===== config.mk =====
export PLATFORM = sky130hd
export DESIGN_NAME = grid_max_path_sum
export DESIGN_NICKNAME = d
export VERILOG_FILES = /design/src/design/gmps_pkg.sv /design/src/design/grid_max_path_sum.sv /design/src/design/gmps_ctrl.sv /design/src/design/gmps_dp.sv
export SDC_FILE = /design/constraint.sdc
export NUM_CORES = 2
export LEC_CHECK = 0
export BUFFER_PORTS_ARGS = -buffer_cell sky130_fd_sc_hd__buf_4
export CORE_UTILIZATION = 50
export CTS_CLUSTER_SIZE = 28
export DETAILED_ROUTE_END_ITERATION = 8
export PLACE_DENSITY = 0.65
export SLEW_MARGIN = 10
export SYNTH_ARGS = -nofsm -noshare
export SYNTH_HDL_FRONTEND = slang
export SYNTH_HIERARCHICAL = 1
export SYNTH_SLANG_ARGS = --single-unit

===== constraint.sdc =====
create_clock -name i_clk -period 30.9 [get_ports i_clk]
set_input_delay 6.18 -clock i_clk [delete_from_list [all_inputs] [get_ports i_clk]]
set_output_delay 6.18 -clock i_clk [all_outputs]
set_load 0.02 [all_outputs]

===== src/design/gmps_pkg.sv =====
// Shared types, codes and width helpers for the grid path-sum block.
package gmps_pkg;

    // Default grid capacity
    localparam int DEF_MAX_ROWS = 32;
    localparam int DEF_MAX_COLS = 32;

    // Fixed field widths
    localparam int CFG_W  = 6;
    localparam int IDX_W  = 1;
    localparam int CELL_W = 16;
    localparam int SUM_W  = 32;
    localparam int OUT_W  = 40;

    // Register indexes
    localparam logic [IDX_W-1:0] REG_GRID_ROWS = 1'b0;
    localparam logic [IDX_W-1:0] REG_GRID_COLS = 1'b1;

    // Result kinds
    localparam logic KIND_TOTAL = 1'b0;
    localparam logic KIND_MOVE  = 1'b1;

    // Move directions
    localparam logic DIR_RIGHT = 1'b0;
    localparam logic DIR_DOWN  = 1'b1;

    typedef enum logic [2:0] {
        S_CELL,
        S_TOTAL,
        S_READ,
        S_STEP,
        S_MOVE
    } t_state;

    // Controller to datapath
    typedef struct packed {
        logic cell_go;
        logic trace_step;
        logic move_pop;
    } t_cmd;

    // Datapath to controller
    typedef struct packed {
        logic cell_last;
        logic one_cell;
        logic trace_end;
        logic move_end;
    } t_stat;

    // Index width for a store of n entries, at least one bit
    function automatic int idx_w(input int n);
        return (n > 1) ? $clog2(n) : 1;
    endfunction

endpackage


===== src/design/grid_max_path_sum.sv =====
// Top level of the streaming grid maximum path-sum engine.
//
//  channel   | direction | words
//  s_axis    | in        | one grid cell value per word, row-major
//  m_axis    | out       | total word, then one word per move, tlast on the final one
//  cfg       | in        | grid_rows (index 0), grid_cols (index 1)
//
// One cell word is taken per cycle; s_axis_tready stays high while a grid's cells
// come in and is low while its results go out. After the last cell: the total word,
// then the traceback, with a read state and a step state per move for the registered
// read of the direction memory, then one word per move, before the next grid.
// Reset is synchronous; no clearing pass is needed. Stalls on m_axis hold the word.
module grid_max_path_sum
    import gmps_pkg::*;
#(
    parameter int MAX_ROWS = DEF_MAX_ROWS,
    parameter int MAX_COLS = DEF_MAX_COLS
) (
    input  logic               i_clk,
    input  logic               i_rst_n,
    input  logic               i_cfg_we,
    input  logic [IDX_W-1:0]   i_cfg_index,
    input  logic [CFG_W-1:0]   i_cfg_wdata,
    input  logic               i_s_axis_tvalid,
    output logic               o_s_axis_tready,
    input  logic [CELL_W-1:0]  i_s_axis_tdata,   // [15:0] cell_value
    output logic               o_m_axis_tvalid,
    input  logic               i_m_axis_tready,
    output logic [OUT_W-1:0]   o_m_axis_tdata,   // [31:0] path_total, [32] move_dir, zero above
    output logic               o_m_axis_tuser,   // [0] result_kind
    output logic               o_m_axis_tlast    // last_result
);

    t_cmd                    cmd;
    t_stat                   stat;
    logic                    out_kind;
    logic signed [SUM_W-1:0] total;
    logic                    move;

    gmps_ctrl u_ctrl (
        .i_clk       (i_clk),
        .i_rst_n     (i_rst_n),
        .i_in_valid  (i_s_axis_tvalid),
        .o_in_ready  (o_s_axis_tready),
        .o_out_valid (o_m_axis_tvalid),
        .i_out_ready (i_m_axis_tready),
        .o_out_kind  (out_kind),
        .o_out_last  (o_m_axis_tlast),
        .o_cmd       (cmd),
        .i_stat      (stat)
    );

    gmps_dp #(
        .MAX_ROWS (MAX_ROWS),
        .MAX_COLS (MAX_COLS)
    ) u_dp (
        .i_clk        (i_clk),
        .i_rst_n      (i_rst_n),
        .i_cfg_we     (i_cfg_we),
        .i_cfg_index  (i_cfg_index),
        .i_cfg_wdata  (i_cfg_wdata),
        .i_cell_value (i_s_axis_tdata),
        .i_cmd        (cmd),
        .o_stat       (stat),
        .o_total      (total),
        .o_move       (move)
    );

    // Pack the result word; unused field reads zero
    always_comb begin
        o_m_axis_tuser = out_kind;
        o_m_axis_tdata = '0;
        if (out_kind == KIND_TOTAL) begin
            o_m_axis_tdata[SUM_W-1:0] = total;
        end else begin
            o_m_axis_tdata[SUM_W] = move;
        end
    end

endmodule


===== src/design/gmps_ctrl.sv =====
// Sequencer for cell intake, total, traceback and move output.
module gmps_ctrl
    import gmps_pkg::*;
(
    input  logic  i_clk,
    input  logic  i_rst_n,
    input  logic  i_in_valid,
    output logic  o_in_ready,
    output logic  o_out_valid,
    input  logic  i_out_ready,
    output logic  o_out_kind,
    output logic  o_out_last,
    output t_cmd  o_cmd,
    input  t_stat i_stat
);

    t_state r_state;
    t_state n_state;

    // State register
    always_ff @(posedge i_clk) begin
        if (!i_rst_n) begin
            r_state <= S_CELL;
        end else begin
            r_state <= n_state;
        end
    end

    // Next state and commands
    always_comb begin
        n_state     = r_state;
        o_in_ready  = 1'b0;
        o_out_valid = 1'b0;
        o_out_kind  = KIND_TOTAL;
        o_out_last  = 1'b0;
        o_cmd       = '0;
        case (r_state)
            S_CELL: begin
                o_in_ready = 1'b1;
                if (i_in_valid) begin
                    o_cmd.cell_go = 1'b1;
                    if (i_stat.cell_last) begin
                        n_state = S_TOTAL;
                    end
                end
            end
            S_TOTAL: begin
                o_out_valid = 1'b1;
                o_out_kind  = KIND_TOTAL;
                o_out_last  = i_stat.one_cell;
                if (i_out_ready) begin
                    n_state = i_stat.one_cell ? S_CELL : S_READ;
                end
            end
            S_READ: begin
                // direction bit is fetched this cycle
                n_state = S_STEP;
            end
            S_STEP: begin
                o_cmd.trace_step = 1'b1;
                n_state = i_stat.trace_end ? S_MOVE : S_READ;
            end
            S_MOVE: begin
                o_out_valid = 1'b1;
                o_out_kind  = KIND_MOVE;
                o_out_last  = i_stat.move_end;
                if (i_out_ready) begin
                    o_cmd.move_pop = 1'b1;
                    if (i_stat.move_end) begin
                        n_state = S_CELL;
                    end
                end
            end
            default: begin
                n_state = S_CELL;
            end
        endcase
    end

endmodule


===== src/design/gmps_dp.sv =====
// Datapath: row sums, direction memory, traceback position and move stack.
module gmps_dp
    import gmps_pkg::*;
#(
    parameter int MAX_ROWS = DEF_MAX_ROWS,
    parameter int MAX_COLS = DEF_MAX_COLS
) (
    input  logic                     i_clk,
    input  logic                     i_rst_n,
    input  logic                     i_cfg_we,
    input  logic [IDX_W-1:0]         i_cfg_index,
    input  logic [CFG_W-1:0]         i_cfg_wdata,
    input  logic signed [CELL_W-1:0] i_cell_value,
    input  t_cmd                     i_cmd,
    output t_stat                    o_stat,
    output logic signed [SUM_W-1:0]  o_total,
    output logic                     o_move
);

    localparam int RW   = idx_w(MAX_ROWS);
    localparam int CW   = idx_w(MAX_COLS);
    localparam int AW   = idx_w(MAX_ROWS * MAX_COLS);
    localparam int SW   = MAX_ROWS + MAX_COLS;
    localparam int CNTW = $clog2(SW + 1);
    localparam logic [CFG_W-1:0] ROWS_MAX = CFG_W'(MAX_ROWS);
    localparam logic [CFG_W-1:0] COLS_MAX = CFG_W'(MAX_COLS);
    localparam logic [AW-1:0]    COLS_K   = AW'(MAX_COLS);
    localparam logic signed [SUM_W-1:0] SUM_HI = {1'b0, {(SUM_W-1){1'b1}}};
    localparam logic signed [SUM_W-1:0] SUM_LO = {1'b1, {(SUM_W-1){1'b0}}};

    logic [CFG_W-1:0]        r_rows_cfg;
    logic [CFG_W-1:0]        r_cols_cfg;
    logic [RW-1:0]           r_row;
    logic [CW-1:0]           r_col;
    logic signed [SUM_W-1:0] r_left;
    logic signed [SUM_W-1:0] r_sums [MAX_COLS];
    logic                    r_dir_mem [MAX_ROWS * MAX_COLS];
    logic                    r_dir_rd;
    logic [RW-1:0]           r_ti;
    logic [CW-1:0]           r_tj;
    logic [SW-1:0]           r_stack;
    logic [CNTW-1:0]         r_cnt;

    logic [CFG_W-1:0]        rows_eff;
    logic [CFG_W-1:0]        cols_eff;
    logic [RW-1:0]           row_e;
    logic [CW-1:0]           col_e;
    logic                    row_last;
    logic                    col_last;
    logic signed [SUM_W-1:0] above;
    logic                    use_left;
    logic signed [SUM_W-1:0] addend;
    logic signed [SUM_W:0]   wide_sum;
    logic signed [SUM_W-1:0] sum;
    logic [AW-1:0]           wr_addr;
    logic [AW-1:0]           rd_addr;
    logic                    tr_dir;
    logic [RW-1:0]           ti_nxt;
    logic [CW-1:0]           tj_nxt;

    // Clamp sizes to 1..max
    always_comb begin
        rows_eff = (r_rows_cfg == '0) ? CFG_W'(1) :
                   (r_rows_cfg > ROWS_MAX) ? ROWS_MAX : r_rows_cfg;
        cols_eff = (r_cols_cfg == '0) ? CFG_W'(1) :
                   (r_cols_cfg > COLS_MAX) ? COLS_MAX : r_cols_cfg;
    end

    // Effective position: fold back to top-left when outside the grid
    always_comb begin
        if (CFG_W'(r_row) >= rows_eff || CFG_W'(r_col) >= cols_eff) begin
            row_e = '0;
            col_e = '0;
        end else begin
            row_e = r_row;
            col_e = r_col;
        end
        row_last = (CFG_W'(row_e) + CFG_W'(1)) == rows_eff;
        col_last = (CFG_W'(col_e) + CFG_W'(1)) == cols_eff;
    end

    // Pick the better neighbor; ties go to the cell above
    always_comb begin
        above    = r_sums[col_e];
        use_left = (row_e == '0) || ((col_e != '0) && (above < r_left));
        if (row_e == '0 && col_e == '0) begin
            addend = '0;
        end else if (use_left) begin
            addend = r_left;
        end else begin
            addend = above;
        end
        wide_sum = {addend[SUM_W-1], addend}
                 + {{(SUM_W+1-CELL_W){i_cell_value[CELL_W-1]}}, i_cell_value};
        if (wide_sum[SUM_W] != wide_sum[SUM_W-1]) begin
            sum = wide_sum[SUM_W] ? SUM_LO : SUM_HI;
        end else begin
            sum = wide_sum[SUM_W-1:0];
        end
    end

    // Configuration and cell position
    always_ff @(posedge i_clk) begin
        if (!i_rst_n) begin
            r_rows_cfg <= CFG_W'(1);
            r_cols_cfg <= CFG_W'(1);
            r_row      <= '0;
            r_col      <= '0;
            r_left     <= '0;
        end else if (i_cfg_we) begin
            case (i_cfg_index)
                REG_GRID_ROWS: r_rows_cfg <= i_cfg_wdata;
                REG_GRID_COLS: r_cols_cfg <= i_cfg_wdata;
                default: ;
            endcase
            r_row <= '0;
            r_col <= '0;
        end else if (i_cmd.cell_go) begin
            r_left <= sum;
            if (col_last) begin
                r_col <= '0;
                r_row <= row_last ? '0 : row_e + RW'(1);
            end else begin
                r_col <= col_e + CW'(1);
                r_row <= row_e;
            end
        end
    end

    // Running row of sums
    always_ff @(posedge i_clk) begin
        if (i_cmd.cell_go) begin
            r_sums[col_e] <= sum;
        end
    end

    // Direction memory: one write port, one registered read port
    assign wr_addr = AW'(row_e) * COLS_K + AW'(col_e);
    assign rd_addr = AW'(r_ti) * COLS_K + AW'(r_tj);

    always_ff @(posedge i_clk) begin
        if (i_cmd.cell_go) begin
            r_dir_mem[wr_addr] <= use_left ? DIR_RIGHT : DIR_DOWN;
        end
        r_dir_rd <= r_dir_mem[rd_addr];
    end

    // Traceback step: edges force the direction
    always_comb begin
        if (r_ti == '0) begin
            tr_dir = DIR_RIGHT;
        end else if (r_tj == '0) begin
            tr_dir = DIR_DOWN;
        end else begin
            tr_dir = r_dir_rd;
        end
        ti_nxt = (tr_dir == DIR_DOWN) ? r_ti - RW'(1) : r_ti;
        tj_nxt = (tr_dir == DIR_DOWN) ? r_tj : r_tj - CW'(1);
    end

    // Trace position and move stack
    always_ff @(posedge i_clk) begin
        if (i_cmd.cell_go && row_last && col_last) begin
            r_ti <= row_e;
            r_tj <= col_e;
        end else if (i_cmd.trace_step) begin
            r_ti <= ti_nxt;
            r_tj <= tj_nxt;
        end
        if (i_cmd.trace_step) begin
            r_stack <= {r_stack[SW-2:0], tr_dir};
        end else if (i_cmd.move_pop) begin
            r_stack <= {1'b0, r_stack[SW-1:1]};
        end
    end

    // Move count
    always_ff @(posedge i_clk) begin
        if (!i_rst_n) begin
            r_cnt <= '0;
        end else if (i_cmd.cell_go && row_last && col_last) begin
            r_cnt <= '0;
        end else if (i_cmd.trace_step) begin
            r_cnt <= r_cnt + CNTW'(1);
        end else if (i_cmd.move_pop) begin
            r_cnt <= r_cnt - CNTW'(1);
        end
    end

    // Status back to the sequencer
    always_comb begin
        o_stat.cell_last = row_last && col_last;
        o_stat.one_cell  = (r_ti == '0) && (r_tj == '0);
        o_stat.trace_end = (ti_nxt == '0) && (tj_nxt == '0);
        o_stat.move_end  = r_cnt == CNTW'(1);
    end

    assign o_total = r_left;
    assign o_move  = r_stack[0];

endmodule


==> out/summary.md <==
Net switching is 22.93% of the power. After detailed routing, the number of remaining DRC violations is 0. The largest total area in the synthesized netlist belongs to sky130_fd_sc_hd__edfxtp_1. The remaining number of nets flagged by the antenna check after routing was 0; the final setup skew was 0.05674 ns. After routing, the total negative slack on setup checks comes to 0 ns. The synthesis-to-layout area growth is 10.78%, and the final critical delay including setup and external delays is 13.24 ns. Arrival time at the worst endpoint: 13.76 ns.

The worst min-delay path class is register to register. Number of resized instances in the post-cts repair step: 0. The run gives 55.58k as the number of global-route vias before repair.

The ratio of routed vias to standard cells was 6.365. Counting stages on the worst path, the most repeated cell is sky130_fd_sc_hd__inv_1. After floorplanning, the core was sized to cover 185600 sq um.

After clock tree synthesis, the setup repair step added 0 buffers. The number of buffers created by CTS is 217. The number of failing setup endpoints in the final timing report is 0. The register bit count reported by yosys was 2187; the top achievable clock speed was 0.07550 GHz. For the placer's final routability congestion estimate, the log shows 0.9207. The logs give 0 for the hold violation count in the final report and 383.1 mm for the global-route wire length before repair.

The number of synthesized flops with an enable pin was 2122. The first detailed-routing pass took 6 iterations. The logs give 189000 sq um for the floorplan die area and 4 for the H-tree depth reported by CTS. The library cell used as clock root buffer was sky130_fd_sc_hd__clkbuf_16. VDD sags by at most 0.05048 mV. The boundary pin count was 72. The startpoint identified for the worst register-to-register timing path is u_dp/r_rows_cfg[1]$_SDFFE_PN0P_. The net count of the finished layout is 6551. In this run, the combinational gates consume 7.9% of the power. For the combined global-route utilization of all metal layers, the log shows 27.66%. The relative contribution of sequential cells to total power is 51.9%, and the pin count of the biggest net entering global routing is 318. The clock network is responsible for 40.2% of the overall power. For this run, the register share of the synthesized area comes to 69.45%. For this design the static power due to leakage is 34.02 nW. The worst-case clock buffer depth is 3, and the design internal power is 0.004956 W. Layout filler cell count: 14.63k. Sorting the synthesized cells by how often they occur yields sky130_fd_sc_hd__edfxtp_1 (2122), sky130_fd_sc_hd__nor2_1 (1136), sky130_fd_sc_hd__nand2_1 (444).

Port buffering added 64 buffers. The die is 434.7 um tall. The period utilization came out at 42.86%. For this configuration, the core starts out at a cell density of 50.44%.

Overflow left after global routing: 0. The count of unique library cells instantiated by Yosys was 91; the share of synthesized registers carrying an async set or reset was 0%. The final count of pins violating max slew was 0; the clock-pin slew reported for the worst setup and hold paths after clock tree synthesis was 0.06 ns. Ranked by total cell area, the synthesized netlist is headed by sky130_fd_sc_hd__edfxtp_1 (68%), sky130_fd_sc_hd__mux4_2 (6.3%), sky130_fd_sc_hd__nor2_1 (4.6%), sky130_fd_sc_hd__mux2i_1 (2.8%), sky130_fd_sc_hd__a22oi_1 (1.9%).

The tools report the total number of yosys warnings as 6. TritonCTS built the clock tree. The transition at the pin with the smallest max-transition slack came out at 1.328 ns.

The worst setup path is of the register to register kind. Required time of the critical path: 31.42 ns. STA classifies the critical path startpoint as a register. The first routing iteration left 7479 violations. Setup repair after global routing left no endpoint under its margin. For this run, the slowest stage of the critical path takes 0.68 ns.

Max-cap violations in this run came to 0. The tools report the beginning of the worst hold path as u_dp/r_cols_cfg[1]$_SDFFE_PN0P_. The most frequent cell after synthesis is sky130_fd_sc_hd__edfxtp_1. The main flop type after synthesis was sky130_fd_sc_hd__edfxtp_1. The tools report the launch point of the critical path as u_dp/r_rows_cfg[1]$_SDFFE_PN0P_. Synthesis produced a netlist whose cell count is 6511. The die extent in x was 434.7 um. For this run, the share of the core covered by cells in the final layout is 55.87%.

Of the cells placed in the final design, the portion with a size suffix greater than 1 is 14.97%. For the clock latency on the worst-skew pair, the log shows 0.87 ns. Dividing total power by cell area gives a power density of 62.01 nW/um^2.

The run gives 57.92k as the number of vias in the routed layout. The analysis attributes to net switching a power of 0.001475 W. The clock sink total is 2187, and the cell area after synthesis is 93620 sq um. Site row count: 158. Measured against its own limit, the worst slew margin works out to 11.40%. The maximum fanout encountered on the critical timing path was 273.

The run finished with clean final reports. The number of buffers added to fix hold violations after cts is 0, and the average cell area after synthesis is 14.38 sq um. The wire length per cell after detailed routing came out at 29.23 um.

For this design, the slowest cell found on the critical path is sky130_fd_sc_hd__buf_4. After detailed routing, the total wire length is 265.9 mm. The share of synthesized area in the top cell type comes to 68.06%. The HPWL reported at the end of detailed placement is 138.2 mm.

Sort of element at the end of the critical path: a register. Number of antenna violations at the first check in global routing: 1.
==> power by group through the flow <==
stage / Combinational (W) / Sequential, W / Clock, W
after floorplan: 0.000330 / 0.00340 / 0
after global placement: 0.000495 / 0.00340 / 0
after detailed placement: 0.000503 / 0.00340 / 0
after CTS: 0.000505 / 0.00334 / 0.00262
after global routing: 0.000544 / 0.00334 / 0.00272
final: 0.000510 / 0.00334 / 0.00258
==> logic make-up after synthesis <==
group,count (synthesis),synth area share [%]
flops,2187,69.45
simple gates,1848,8.153
compound gates,1063,7.842
buf+inv,679,2.951
mux,593,9.930
fa+ha+maj,89,1.192
xor+xnor,51,0.4771
other cells,1,0.004005
==> cell type report <==
cell class	count	area [sq um]	share of cell area [%]
diodes	1	2.502	0.002413
clock buffers	282	5818	5.610
clock inverters	119	1132	1.092
inverters	152	585.6	0.5646
multi-input cells	3651	26170	25.23
flip-flops and latches	2187	65030	62.70
well taps	2480	3103	2.992
repair buffers	227	1874	1.807
==> registers in the layout (all words and copies together) (netlist names) <==
signal and cells:
u_ctrl/r_state 3, u_dp/o_total 32, u_dp/r_cnt 7, u_dp/r_col 5, u_dp/r_cols_cfg 6, u_dp/r_dir_mem 1024, u_dp/r_dir_rd 1, u_dp/r_row 5
u_dp/r_rows_cfg 6, u_dp/r_stack 64, u_dp/r_sums 1024, u_dp/r_ti 5, u_dp/r_tj 5
==> metrics by stage <==
stage	worst slack, ns	area (sq um)	hold slack [ns]	cells	power, W
6_report	17.66	103700	0.4775	9099	0.006431
5_1_grt	17.01	103700	0.5090	9098	0.006604
4_1_cts	17.74	103600	0.4767	9097	0.006458
3_5_place_dp	17.93	96690	0.4691	8696	0.003902
3_3_place_gp	18.27	96690	0.4645	8696	0.003893
2_1_floorplan	14.86	93650	0.4411	6517	0.003732
==> layer usage <==
metal	vias to the layer above	global-route usage, %	share of wire (%)
met1	29850	37.61	39
met4	2	10.38	3.8
met5	-	0	0.0041
li1	24460	-	-
met2	3025	45.17	48
met3	579	4.200	9.2
==> layout by cell type, fill, tap and decap left out, types with 16 or more instances in the layout <==
| cell type | n |
|---|---|
| sky130_fd_sc_hd__a21o_1 | 19 |
| sky130_fd_sc_hd__and3_1 | 19 |
| sky130_fd_sc_hd__nand3_1 | 30 |
| sky130_fd_sc_hd__xor2_1 | 22 |
| sky130_fd_sc_hd__inv_2 | 27 |
| sky130_fd_sc_hd__mux2_2 | 65 |
| sky130_fd_sc_hd__nor3_1 | 26 |
| sky130_fd_sc_hd__a2111oi_0 | 19 |
| sky130_fd_sc_hd__nor4_1 | 29 |
| sky130_fd_sc_hd__edfxtp_1 | 2122 |
| sky130_fd_sc_hd__nor2b_1 | 48 |
| sky130_fd_sc_hd__xnor2_1 | 29 |
| sky130_fd_sc_hd__inv_1 | 115 |
| sky130_fd_sc_hd__nand4_1 | 16 |
| sky130_fd_sc_hd__o21ai_0 | 61 |
| sky130_fd_sc_hd__o221ai_1 | 59 |
| sky130_fd_sc_hd__bufinv_16 | 17 |
| sky130_fd_sc_hd__dfxtp_1 | 64 |
| sky130_fd_sc_hd__clkbuf_16 | 220 |
| sky130_fd_sc_hd__nand2b_1 | 22 |
| sky130_fd_sc_hd__buf_4 | 214 |
| sky130_fd_sc_hd__mux4_2 | 262 |
| sky130_fd_sc_hd__clkinv_1 | 47 |
| sky130_fd_sc_hd__nor2_1 | 1123 |
| sky130_fd_sc_hd__ha_1 | 86 |
| sky130_fd_sc_hd__clkinv_2 | 43 |
| sky130_fd_sc_hd__clkbuf_1 | 54 |
| sky130_fd_sc_hd__a221oi_1 | 37 |
| sky130_fd_sc_hd__mux2i_1 | 265 |
| sky130_fd_sc_hd__o22ai_1 | 73 |
| sky130_fd_sc_hd__a21oi_1 | 328 |
| sky130_fd_sc_hd__nand2_1 | 412 |
| sky130_fd_sc_hd__a22oi_1 | 238 |
| sky130_fd_sc_hd__nand2_2 | 28 |
| sky130_fd_sc_hd__a22o_1 | 98 |
==> critical path: cells and delay by family (launching register included) <==
family | cells | cell delay (ns)
buffers and inverters | 8 | 3.92
DFF | 1 | 0.32
muxes | 1 | 0.17
AOI/OAI and AO/OA | 15 | 4.08
and+or+nand+nor | 10 | 2.46
adders and majority gates | 5 | 1.85
==> final timing paths <==
check	endpoint	slack [ns]	cells after the start
max	u_dp/r_sums[19][15]$_DFFE_PP_	17.66	39
min	u_dp/r_cols_cfg[1]$_SDFFE_PN0P_	0.48	2
max reg2reg	u_dp/r_sums[19][15]$_DFFE_PP_	17.66	39
min reg2reg	u_dp/r_cols_cfg[1]$_SDFFE_PN0P_	0.48	2
(Power assumes the default switching activity.)
